[src/hdl/srp_pkg.sv]
package srp_pkg;

  // Packed pattern and replacement registers are fixed at eight bytes.
  localparam int CFG_BYTES     = 8;
  localparam int CFG_DATA_W    = 8 * CFG_BYTES;
  localparam int CFG_LEN_W     = 4;
  localparam int CFG_IDX_W     = 2;

  localparam int DEF_MAX_PATTERN     = 8;
  localparam int DEF_MAX_REPLACEMENT = 8;

  typedef enum logic [CFG_IDX_W-1:0] {
    CFG_PATTERN_BYTES = 2'd0,
    CFG_PATTERN_LEN   = 2'd1,
    CFG_REPL_BYTES    = 2'd2,
    CFG_REPL_LEN      = 2'd3
  } cfg_idx_e;

  // Control that rides along with one burst of results.
  typedef struct packed {
    logic marker;    // burst is a single end marker with no byte
    logic str_last;  // burst closes the string
  } srp_burst_t;

endpackage

[src/hdl/srp_in_if.sv]
interface srp_in_if;
  logic       valid;
  logic       ready;
  logic [7:0] in_byte;
  logic       string_last;

  modport source (output valid, output in_byte, output string_last, input ready);
  modport sink   (input valid, input in_byte, input string_last, output ready);
endinterface

[src/hdl/srp_out_if.sv]
interface srp_out_if;
  logic       valid;
  logic       ready;
  logic [7:0] out_byte;
  logic       byte_valid;
  logic       run_last;
  logic       string_end;

  modport source (output valid, output out_byte, output byte_valid, output run_last,
                  output string_end, input ready);
  modport sink   (input valid, input out_byte, input byte_valid, input run_last,
                  input string_end, output ready);
endinterface

[src/hdl/srp_window.sv]
module srp_window import srp_pkg::*; #(
  parameter int MAX_PATTERN     = DEF_MAX_PATTERN,
  parameter int MAX_REPLACEMENT = DEF_MAX_REPLACEMENT,
  parameter int EMIT_N          = DEF_MAX_PATTERN,
  parameter int PW              = $clog2(DEF_MAX_PATTERN + 1),
  parameter int RW              = $clog2(DEF_MAX_REPLACEMENT + 2),
  parameter int NW              = $clog2(DEF_MAX_PATTERN + 1)
) (
  input  logic                       clk_i,
  input  logic                       rst_ni,
  input  logic                       fire_i,
  input  logic                       clear_i,
  input  logic [7:0]                 in_byte_i,
  input  logic                       last_i,
  input  logic [PW-1:0]              plen_i,
  input  logic [RW-1:0]              rlen_i,
  input  logic [CFG_DATA_W-1:0]      pattern_i,
  input  logic [CFG_DATA_W-1:0]      repl_i,
  output logic [EMIT_N-1:0][7:0]     emit_bytes_o,
  output logic [NW-1:0]              emit_cnt_o,
  output srp_burst_t                 emit_ctrl_o
);

  localparam int PAT_EXT_W = 8 * (MAX_PATTERN + CFG_BYTES);
  localparam int REP_EXT_W = 8 * (MAX_REPLACEMENT + CFG_BYTES);

  logic [MAX_PATTERN-1:0][7:0] win_q, win_d, win_app;
  logic [PW-1:0]               cnt_q, cnt_d, cnt_eff, cnt_app;
  logic [PAT_EXT_W-1:0]        pat_ext;
  logic [REP_EXT_W-1:0]        rep_ext;
  logic                        full, match;
  logic [NW-1:0]               n_emit;

  assign pat_ext = PAT_EXT_W'(pattern_i);
  assign rep_ext = REP_EXT_W'(repl_i);

  always_comb begin
    cnt_eff = (cnt_q >= plen_i) ? '0 : cnt_q;
    cnt_app = cnt_eff + PW'(1);
    full    = (cnt_app == plen_i);

    for (int i = 0; i < MAX_PATTERN; i++) begin
      win_app[i] = (PW'(i) == cnt_eff) ? in_byte_i : win_q[i];
    end

    match = 1'b1;
    for (int i = 0; i < MAX_PATTERN; i++) begin
      if ((PW'(i) < plen_i) && (win_app[i] != pat_ext[8*i +: 8])) begin
        match = 1'b0;
      end
    end

    // Matched window sends the replacement; otherwise the window itself.
    emit_bytes_o = '0;
    if (full && match) begin
      for (int i = 0; i < MAX_REPLACEMENT; i++) begin
        emit_bytes_o[i] = rep_ext[8*i +: 8];
      end
    end else begin
      for (int i = 0; i < MAX_PATTERN; i++) begin
        emit_bytes_o[i] = win_app[i];
      end
    end

    if (full && match) begin
      n_emit = NW'(rlen_i);
    end else if (full) begin
      n_emit = last_i ? NW'(plen_i) : NW'(1);
    end else begin
      n_emit = last_i ? NW'(cnt_app) : '0;
    end

    emit_ctrl_o.marker   = (n_emit == '0);
    emit_ctrl_o.str_last = last_i;
    emit_cnt_o           = ((n_emit == '0) && last_i) ? NW'(1) : n_emit;
  end

  always_comb begin
    win_d = win_q;
    cnt_d = cnt_q;
    if (clear_i) begin
      cnt_d = '0;
    end else if (fire_i) begin
      win_d = win_app;
      if (full && match) begin
        cnt_d = '0;
      end else if (full) begin
        for (int i = 0; i < MAX_PATTERN - 1; i++) begin
          win_d[i] = win_app[i+1];
        end
        cnt_d = plen_i - PW'(1);
      end else begin
        cnt_d = cnt_app;
      end
      if (last_i) begin
        cnt_d = '0;
      end
    end
  end

  always_ff @(posedge clk_i or negedge rst_ni) begin
    if (!rst_ni) begin
      cnt_q <= '0;
    end else begin
      cnt_q <= cnt_d;
    end
  end

  always_ff @(posedge clk_i) begin
    win_q <= win_d;
  end

endmodule

[src/hdl/srp_emitter.sv]
module srp_emitter import srp_pkg::*; #(
  parameter int EMIT_N = DEF_MAX_PATTERN,
  parameter int NW     = $clog2(DEF_MAX_PATTERN + 1)
) (
  input  logic                   clk_i,
  input  logic                   rst_ni,
  input  logic                   load_i,
  input  logic [EMIT_N-1:0][7:0] ld_bytes_i,
  input  logic [NW-1:0]          ld_cnt_i,
  input  srp_burst_t             ld_ctrl_i,
  input  logic                   out_ready_i,
  output logic                   in_ready_o,
  output logic                   out_valid_o,
  output logic [7:0]             out_byte_o,
  output logic                   byte_valid_o,
  output logic                   run_last_o,
  output logic                   string_end_o
);

  logic [EMIT_N-1:0][7:0] bytes_q, bytes_d;
  logic [NW-1:0]          rem_q, rem_d;
  srp_burst_t             ctrl_q, ctrl_d;
  logic                   out_fire;

  assign out_valid_o  = (rem_q != '0);
  assign out_fire     = out_valid_o && out_ready_i;
  assign run_last_o   = (rem_q == NW'(1));
  assign string_end_o = run_last_o && ctrl_q.str_last;
  assign byte_valid_o = !ctrl_q.marker;
  assign out_byte_o   = ctrl_q.marker ? 8'h00 : bytes_q[0];

  // Take a new burst when none is pending or the current one's final transfer is being taken.
  assign in_ready_o = (rem_q == '0) || (run_last_o && out_ready_i);

  always_comb begin
    bytes_d = bytes_q;
    rem_d   = rem_q;
    ctrl_d  = ctrl_q;
    if (load_i) begin
      bytes_d = ld_bytes_i;
      rem_d   = ld_cnt_i;
      ctrl_d  = ld_ctrl_i;
    end else if (out_fire) begin
      for (int i = 0; i < EMIT_N - 1; i++) begin
        bytes_d[i] = bytes_q[i+1];
      end
      rem_d = rem_q - NW'(1);
    end
  end

  always_ff @(posedge clk_i or negedge rst_ni) begin
    if (!rst_ni) begin
      rem_q  <= '0;
      ctrl_q <= '0;
    end else begin
      rem_q  <= rem_d;
      ctrl_q <= ctrl_d;
    end
  end

  always_ff @(posedge clk_i) begin
    bytes_q <= bytes_d;
  end

endmodule

[src/hdl/stream_pattern_replace_top.sv]
// Streaming find-and-replace.
// in_i carries one text byte per transfer plus string_last on the final byte
// of a string. Results leave on out_o one byte per transfer with
// byte_valid, run_last (last result of the input byte that caused it) and
// string_end (final result of the string). A string that ends with nothing
// to send yields one end marker: byte_valid low, run_last and string_end high.
// The pattern (1..MAX_PATTERN bytes) is matched in a window of at most
// pattern-length bytes; every leftmost, non-overlapping match is replaced by
// the replacement (0..MAX_REPLACEMENT bytes). Leftover window bytes flush
// unchanged at string end. Configuration is written through cfg_we_i,
// cfg_idx_i and cfg_data_i; the user must write it only while the block is
// idle, which the block does not enforce. Writing the pattern length empties
// the window. The first result of a byte is on out_o the cycle after its
// transfer. in_i takes one byte per cycle while out_o is ready and each byte
// yields at most one result; a byte with more results holds in_i until the
// last of them is taken, as the result register drains one result per cycle
// while out_o is ready. When out_o stalls, results hold and in_i takes a new
// byte only on the last pending transfer. Reset empties the window and result
// register, restoring the defaults (pattern length one, empty replacement).
module stream_pattern_replace_top import srp_pkg::*; #(
  parameter int MAX_PATTERN     = DEF_MAX_PATTERN,
  parameter int MAX_REPLACEMENT = DEF_MAX_REPLACEMENT
) (
  input  logic                  clk_i,
  input  logic                  rst_ni,
  srp_in_if.sink                in_i,
  srp_out_if.source             out_o,
  input  logic                  cfg_we_i,
  input  logic [CFG_IDX_W-1:0]  cfg_idx_i,
  input  logic [CFG_DATA_W-1:0] cfg_data_i
);

  // One burst is as long as the longer of a full window or a replacement.
  localparam int EMIT_N = (MAX_PATTERN > MAX_REPLACEMENT) ? MAX_PATTERN : MAX_REPLACEMENT;
  localparam int PW     = $clog2(MAX_PATTERN + 1);
  localparam int RW     = $clog2(MAX_REPLACEMENT + 2);
  localparam int NW     = $clog2(EMIT_N + 1);

  logic [CFG_DATA_W-1:0] pat_q, rep_q;
  logic [CFG_LEN_W-1:0]  plen_q, rlen_q;
  logic [PW-1:0]         plen_eff;
  logic [RW-1:0]         rlen_eff;
  logic                  win_clear;
  logic                  in_fire;

  logic [EMIT_N-1:0][7:0] emit_bytes;
  logic [NW-1:0]          emit_cnt;
  srp_burst_t             emit_ctrl;

  // Configuration registers; out-of-range codes cannot be addressed.
  always_ff @(posedge clk_i or negedge rst_ni) begin
    if (!rst_ni) begin
      pat_q  <= '0;
      plen_q <= CFG_LEN_W'(1);
      rep_q  <= '0;
      rlen_q <= '0;
    end else if (cfg_we_i) begin
      case (cfg_idx_e'(cfg_idx_i))
        CFG_PATTERN_BYTES: pat_q  <= cfg_data_i;
        CFG_PATTERN_LEN:   plen_q <= cfg_data_i[CFG_LEN_W-1:0];
        CFG_REPL_BYTES:    rep_q  <= cfg_data_i;
        CFG_REPL_LEN:      rlen_q <= cfg_data_i[CFG_LEN_W-1:0];
        default: ;
      endcase
    end
  end

  // A new pattern length drops whatever the window holds.
  assign win_clear = cfg_we_i && (cfg_idx_e'(cfg_idx_i) == CFG_PATTERN_LEN);

  // Clamp lengths: zero pattern acts as one, both saturate at their maximum.
  always_comb begin
    if (plen_q == '0) begin
      plen_eff = PW'(1);
    end else if (32'(plen_q) > MAX_PATTERN) begin
      plen_eff = PW'(MAX_PATTERN);
    end else begin
      plen_eff = PW'(plen_q);
    end
    if (32'(rlen_q) > MAX_REPLACEMENT) begin
      rlen_eff = RW'(MAX_REPLACEMENT);
    end else begin
      rlen_eff = RW'(rlen_q);
    end
  end

  assign in_fire = in_i.valid && in_i.ready;

  srp_window #(
    .MAX_PATTERN     (MAX_PATTERN),
    .MAX_REPLACEMENT (MAX_REPLACEMENT),
    .EMIT_N          (EMIT_N),
    .PW              (PW),
    .RW              (RW),
    .NW              (NW)
  ) u_window (
    .clk_i        (clk_i),
    .rst_ni       (rst_ni),
    .fire_i       (in_fire),
    .clear_i      (win_clear),
    .in_byte_i    (in_i.in_byte),
    .last_i       (in_i.string_last),
    .plen_i       (plen_eff),
    .rlen_i       (rlen_eff),
    .pattern_i    (pat_q),
    .repl_i       (rep_q),
    .emit_bytes_o (emit_bytes),
    .emit_cnt_o   (emit_cnt),
    .emit_ctrl_o  (emit_ctrl)
  );

  srp_emitter #(
    .EMIT_N (EMIT_N),
    .NW     (NW)
  ) u_emitter (
    .clk_i        (clk_i),
    .rst_ni       (rst_ni),
    .load_i       (in_fire),
    .ld_bytes_i   (emit_bytes),
    .ld_cnt_i     (emit_cnt),
    .ld_ctrl_i    (emit_ctrl),
    .out_ready_i  (out_o.ready),
    .in_ready_o   (in_i.ready),
    .out_valid_o  (out_o.valid),
    .out_byte_o   (out_o.out_byte),
    .byte_valid_o (out_o.byte_valid),
    .run_last_o   (out_o.run_last),
    .string_end_o (out_o.string_end)
  );

  // An end marker only ever closes a string.
  a_marker_ends_string: assert property (@(posedge clk_i) disable iff (!rst_ni)
    (out_o.valid && !out_o.byte_valid) |-> (out_o.run_last && out_o.string_end))
    else $error("end marker without string end");

  // A new byte is taken only while the pending burst finishes.
  a_no_burst_overrun: assert property (@(posedge clk_i) disable iff (!rst_ni)
    (in_fire && out_o.valid) |-> (out_o.ready && out_o.run_last))
    else $error("input taken over pending results");

  // The end of a string always produces at least one result.
  a_string_end_emits: assert property (@(posedge clk_i) disable iff (!rst_ni)
    (in_fire && in_i.string_last) |-> (emit_cnt != '0))
    else $error("string end produced no result");

  // string_end is only ever on the last result of a byte.
  a_end_on_run_last: assert property (@(posedge clk_i) disable iff (!rst_ni)
    (out_o.valid && out_o.string_end) |-> out_o.run_last)
    else $error("string end before last result of the byte");

endmodule

[src/flat_wrapper.sv]
// flat-port wrapper written by rule: the top's interface ports become plain ports
module stream_pattern_replace_top_flat import srp_pkg::*;
#(
  parameter int MAX_PATTERN     = DEF_MAX_PATTERN,
  parameter int MAX_REPLACEMENT = DEF_MAX_REPLACEMENT
)
  (clk_i, rst_ni, cfg_we_i, cfg_idx_i, cfg_data_i, in_i_valid, in_i_in_byte, in_i_string_last, in_i_ready, out_o_valid, out_o_out_byte, out_o_byte_valid, out_o_run_last, out_o_string_end, out_o_ready);
  srp_in_if in_i_i ();
  srp_out_if out_o_i ();
  input  logic clk_i;
  input  logic rst_ni;
  input  logic cfg_we_i;
  input  logic [CFG_IDX_W-1:0] cfg_idx_i;
  input  logic [CFG_DATA_W-1:0] cfg_data_i;
  input wire logic [$bits(in_i_i.valid)-1:0] in_i_valid;
  input wire logic [$bits(in_i_i.in_byte)-1:0] in_i_in_byte;
  input wire logic [$bits(in_i_i.string_last)-1:0] in_i_string_last;
  output wire logic [$bits(in_i_i.ready)-1:0] in_i_ready;
  output wire logic [$bits(out_o_i.valid)-1:0] out_o_valid;
  output wire logic [$bits(out_o_i.out_byte)-1:0] out_o_out_byte;
  output wire logic [$bits(out_o_i.byte_valid)-1:0] out_o_byte_valid;
  output wire logic [$bits(out_o_i.run_last)-1:0] out_o_run_last;
  output wire logic [$bits(out_o_i.string_end)-1:0] out_o_string_end;
  input wire logic [$bits(out_o_i.ready)-1:0] out_o_ready;
  assign in_i_i.valid = in_i_valid;
  assign in_i_i.in_byte = in_i_in_byte;
  assign in_i_i.string_last = in_i_string_last;
  assign in_i_ready = in_i_i.ready;
  assign out_o_valid = out_o_i.valid;
  assign out_o_out_byte = out_o_i.out_byte;
  assign out_o_byte_valid = out_o_i.byte_valid;
  assign out_o_run_last = out_o_i.run_last;
  assign out_o_string_end = out_o_i.string_end;
  assign out_o_i.ready = out_o_ready;
  stream_pattern_replace_top #(.MAX_PATTERN(MAX_PATTERN), .MAX_REPLACEMENT(MAX_REPLACEMENT)) u_core (.clk_i(clk_i), .rst_ni(rst_ni), .in_i(in_i_i), .out_o(out_o_i), .cfg_we_i(cfg_we_i), .cfg_idx_i(cfg_idx_i), .cfg_data_i(cfg_data_i));
endmodule
[config.mk]
export PLATFORM = sky130hd
export DESIGN_NAME = stream_pattern_replace_top_flat
export DESIGN_NICKNAME = d
export VERILOG_FILES = /design/src/hdl/srp_pkg.sv /design/src/hdl/srp_in_if.sv /design/src/hdl/srp_out_if.sv /design/src/hdl/srp_window.sv /design/src/hdl/srp_emitter.sv /design/src/hdl/stream_pattern_replace_top.sv /design/src/flat_wrapper.sv
export SDC_FILE = /design/constraint.sdc
export NUM_CORES = 1
export LEC_CHECK = 0
export ABC_CLOCK_PERIOD_IN_PS = 7050
export BUFFER_PORTS_ARGS = -buffer_cell sky130_fd_sc_hd__clkbuf_2
export CAP_MARGIN = 0
export CELL_PAD_IN_SITES_DETAIL_PLACEMENT = 1
export CELL_PAD_IN_SITES_GLOBAL_PLACEMENT = 1
export CORE_AREA = 2 2 177 179
export CTS_CLUSTER_SIZE = 16
export DETAILED_ROUTE_END_ITERATION = 6
export DIE_AREA = 0 0 179 181
export GPL_TIMING_DRIVEN = 0
export PLACE_DENSITY = 0.88
export SYNTH_ARGS = -nofsm -noshare
export SYNTH_HDL_FRONTEND = slang
export SYNTH_SLANG_ARGS = --single-unit
[constraint.sdc]
create_clock -name clk_i -period 7.05 [get_ports clk_i]
set_clock_uncertainty 0.05 [all_clocks]
set_input_delay 1.41 -clock clk_i [delete_from_list [all_inputs] [get_ports clk_i]]
set_output_delay 1.41 -clock clk_i [all_outputs]
set_load 0.02 [all_outputs]
# After elaboration in Yosys (flattened, before gate mapping)
# Cells that the tools add are included.
# classes
reduce_logical,30
muxes,38
order_cmp,11
n_bitwise,1
add_sub_neg,3
n_eq_ne,20
# ops
op,n
$mux 56,4
$mux 8,9
$mux 4,16
$mux 64,1
$ne 8x8->1,8
$eq 3x4->1 const A,4
$logic_not 4->1,4
$lt 3x4->1 const A,4
$logic_and 1x1->1,15
$reduce_and 2->1,5
$eq 2x4->1 const A,2
$gt 4x4->1 const B,2
$lt 1x4->1 const A,2
$lt 2x4->1 const A,2
$mux 1,8
$sub 4x1->4 const B,2
$add 4x1->4 const B,1
$eq 1x4->1 const A,1
$eq 2x2->1 const B,2
$eq 4x1->1 const B,1
$eq 4x4->1,1
$ge 4x4->1,1
$reduce_bool 2->1,2
$reduce_bool 4->1,1
other kinds (5),5
# totals
reg_bits,274
word_cells,127
output_inout_bits,13
input_bits,80

# Logic depth before layout (Yosys ltp)
# depth
ltp_word,23
mapped_depth,23
mapped_depth_nobuf,17

# Hierarchy
# A second synthesis with hierarchy kept.
# unflattened
hier_cells,1300
area_unflattened_um2,15763.9
# modules_own_cells
mod,cells_each,seq_area_each_um2,area_per_inst_um2,n_inst
srp_window,822,2021.9,6994.2,1
stream_pattern_replace_top,301,3404.5,5744.3,1
srp_emitter,177,2072.0,3025.4,1

# Least setup slack after synthesis
# OpenSTA, ideal clock, no wires.
# synth_timing
kind,input to register
start,input port out_o_ready
end,register u_core.u_window.win_q[0] in the netlist's numbering (enable)
path_buffers,2
required_ns,6.514
path_stages,5
setup_ns,0.486
arrival_time_ns,4.909
path_slack_ns,1.605
path_cell_list,a21o_1 -> nand2_1 -> clkbuf_1 -> clkbuf_1 -> nor2_1
# synth_via
elab_chain_len,4
# synth_lines
item,line_no,source
from (decl),flat_wrapper.sv:24,input wire logic [$bits(out_o_i.ready)-1:0] out_o_ready;
$logic_and 1x1->1,srp_emitter.sv:33,assign in_ready_o = (rem_q == '0) || (run_last_o && out_ready_i);
$logic_or 1x1->1,srp_emitter.sv:33,
$logic_and 1x1->1,stream_pattern_replace_top.sv:87,assign in_fire = in_i.valid && in_i.ready;
$reduce_and 2->1 (no line),-,
to (signal assigned),srp_window.sv:110,win_q <= win_d;
to (decl),srp_window.sv:27,"logic [MAX_PATTERN-1:0][7:0] win_q, win_d, win_app;"
# No other way between the ends.
# A chain may end at the register's enable or synchronous reset.

==> metrics.csv <==
stage;metric;value;unit
critical_path;WS Path Type;flop to flop;
timing;Worst Max-Slew Pin Slew;1.291;ns
floorplan;I/O pin cnt;93;
flow_run;Max-Cap Viols;0;
cts;CTS tree;yes;
power;Max IR drop VDD;0.2413;mV
floorplan;Die W;179;microns
synthesis;sequential area share after synthesis;49.88;%
synthesis;Post-Syn Instances;1332;
placement;PortBufs;85;
floorplan;die height;181;microns
synthesis;synth warn;0;
finish;share of cells above drive strength 1;22.13;%
synthesis;Yosys reg bits;274;
synthesis;Yosys cell types;75;
global_route;GRT overflow;0;
cts;Clock Sinks;274;
finish;Finished Layout Cells;1879;
global_route;largest net degree at the start of global routing;95;
drt;metal3 WL;3793;microns
critical_path;CP arrival;7.19;ns
synthesis;number of synthesized flops with an enable pin;128;
drt;drt drc;10;
cts;TritonCTS Buffers;31;
power;Power Dens Cells;347.9;nW/um^2
synthesis;Mean Syn Cell Area;11.29;sq um
global_route;initial antenna violation count;0;
global_route;vias in the first global route;12650;
critical_path;startpoint type of the worst setup path;flop;
synthesis;Synth area leader;edfxtp_1;
drt;DR iter-0 viols;1009;
drt;Post-DRT Antenna Nets;0;
hold_path;worst min path class;flop to flop;
drt;length of routed met2 wiring;23410;microns
cts;H-tree levels;1;
cts;# hold bufs at CTS;0;
timing;RSZ-0062 raised after global routing;no;
finish;Layout Nets;1548;
timing;max-slew violations;0;
timing;Setup-failing EPs final;0;
outcome;violated checks;DRC;
critical_path;Worst EP required;7.34;ns
timing;hold slack final;0.4528;ns
timing;f_max;144.9;MHz
floorplan;Site Rows;64;
synthesis;syn nets;1423;
synthesis;Netlist Area Pre-Place;15030;sq um
global_route;total track usage;30.80;%
floorplan;Starting Density;49.53;%
drt;top sig layer;met4;
cts;clk root buf;clkbuf_16;
timing;Slew Limit Headroom;13.91;%
cts;CTS Buffer Depth;3;
cts;CTS clock-pin slew for the worst setup and hold paths;0.06;ns
timing;final-report hold violation count;0;
drt;WL/cell;26.48;microns
floorplan;Core ar.;30350;sq um
cts;Worst-Skew Late Latency;0.58;ns
finish;highest-count cells in the layout ignoring fill and taps;145 x dfrtp_1, 134 x mux2_2, 128 x edfxtp_1, 100 x nand2_1, 89 x clkbuf_2;
drt;met1 WL;19760;microns
outcome;status;complete, but fails checks;
finish;Synth-to-Final Area Change;13.56;%
synthesis;Yosys top cell area share;25.57;%
placement;Cells after DPL;1818;
synthesis;Synth Flop Type;dfrtp_1;
power;Leak;6.576;nW
critical_path;critical path peak fanout;11;
drt;DR vias;12030;
floorplan;die footprint;32400;sq um
timing;final worst path period need;6.901;ns
timing;Final Cycle Share;97.89;%
finish;most common library cell in the layout ignoring fill and taps;dfrtp_1;
drt;1st-pass router iterations;7;
placement;GP Congestion;0.9425;
synthesis;fraction of registers with async set/reset;53.28;%
drt;final WL;49760;microns
synthesis;top cells by area, synth;edfxtp_1 26%, dfrtp_1 24%, mux2_2 10%;
global_route;first-pass GRT wire length;75170;microns
drt;Vias/cell;6.400;
critical_path;Setup crit end kind;flop;
placement;detailed-placement wirelength estimate;36560;microns
==> logic make-up after synthesis <==
group | after synthesis | synth area share [%]
xor gates and xnor gates | 92 | 5.360
buffers and inverters | 139 | 3.854
muxes | 214 | 15.42
adders and majority gates | 11 | 0.9155
DFF | 274 | 49.88
AOI/OAI and AO/OA | 277 | 13.31
and+or+nand+nor | 325 | 11.26
==> synth_stat cells, types with 9 or more instances <==
library cell	count
nand2b_1	17
o31a_1	35
nand2_1	100
nor2_1	57
a31oi_1	22
and2_1	13
o21ai_0	26
inv_1	33
clkbuf_1	83
a21oi_1	53
o2111ai_1	17
mux2i_1	73
mux2_2	134
nand3_1	10
o211ai_1	16
nor3_1	13
xor2_1	49
nor4_1	56
dfrtp_1	145
or4_1	9
ha_1	11
xnor2_1	43
nand4_1	11
nor2b_1	13
buf_2	13
edfxtp_1	128
o31ai_1	58
==> state kept, by name (all words and copies together), names as in the netlist <==
signal / count
u_core.pat_q: 64
u_core.plen_q: 4
u_core.rep_q: 64
u_core.rlen_q: 4
u_core.u_emitter.bytes_q: 64
u_core.u_emitter.ctrl_q: 2
u_core.u_emitter.rem_q: 4
u_core.u_window.cnt_q: 4
u_core.u_window.win_q: 64
==> layer usage <==
metal / up-vias / track usage [%]
met2: 547 / 49.20
met3: 142 / 6.334
met1: 6070 / 39.37
li1: 5267 / -
met4: 0 / 15.97
met5: - / 0
==> critical path, stage by stage (launching register included) <==
cell and delay (ns):
dfrtp_1 0.48, clkinv_1 0.31, o21ai_1 0.33, inv_1 0.15
ha_1 0.33, nor3b_4 0.25, o21a_2 0.24, buf_6 0.18
nand2_1 0.09, inv_1 0.08, ha_1 0.13, clkbuf_1 0.43
nand3_4 0.23, mux2i_1 0.70, a22oi_1 0.35, a41o_1 0.37
nand4_2 0.23, buf_1 0.67, clkbuf_1 0.45, nor4_1 0.14
o31ai_1 0.43
==> final timing paths <==
kind,startpoint,end,slack [ns],cells past startpoint
max in group asynchronous,rst_ni,u_core.rlen_q[2]$_DFFE_PN0P_,5.33,2
min,u_core.rep_q[1]$_DFFE_PN0P_,u_core.rep_q[1]$_DFFE_PN0P_,0.45,1
min reg2reg,u_core.rep_q[1]$_DFFE_PN0P_,u_core.rep_q[1]$_DFFE_PN0P_,0.45,1
max,u_core.plen_q[3]$_DFFE_PN0P_,u_core.u_emitter.bytes_q[52]$_DFFE_PP_,0.15,20
max reg2reg,u_core.plen_q[3]$_DFFE_PN0P_,u_core.u_emitter.bytes_q[52]$_DFFE_PP_,0.15,20
min in group asynchronous,rst_ni,u_core.pat_q[34]$_DFFE_PN0P_,0.73,1
==> area by class of cell <==
class | instances | area, sq um
diodes | 1 | 2.502
plain buffers | 103 | 450.4
clock buffers | 42 | 858.3
clock inverters | 16 | 98.84
fillers | 3190 | 13280
inverters | 35 | 131.4
multi-input cells | 919 | 6973
flip-flops and latches | 274 | 7498
well taps | 396 | 495.5
repair buffers | 93 | 563.0
==> metrics by stage <==
step | total power, mW | TNS, ns | worst slack, ns | utilization, % | area (sq um)
global route | 6.186 | 0 | 0.01230 | 56.24 | 17070
CTS | 5.896 | 0 | 0.003114 | 56.17 | 17050
finish | 5.938 | 0 | 0.1491 | 56.25 | 17070
detailed placement | 4.348 | -5.350 | -0.4339 | 52.99 | 16080
floorplan | 3.650 | 0 | 1.605 | - | 15030
global placement | 4.218 | -25.16 | -0.3826 | 52.57 | 15950
==> power by group <==
group          internal [mW]  total (mW)  switching [mW]
sequential              2.16        2.42           0.262
clock                  0.857        1.54           0.680
combinational          0.745        1.98            1.23
==> what timing repair did <==
action / CTS / global route
endpoints found under the hold margin: 0 / 0
setup endpoints to repair: 61 / 102
setup buffers: 0 / 3
resized for setup: 4 / 6
pin swaps: 0 / 2
No activity file was read; power rests on OpenSTA's default activity.
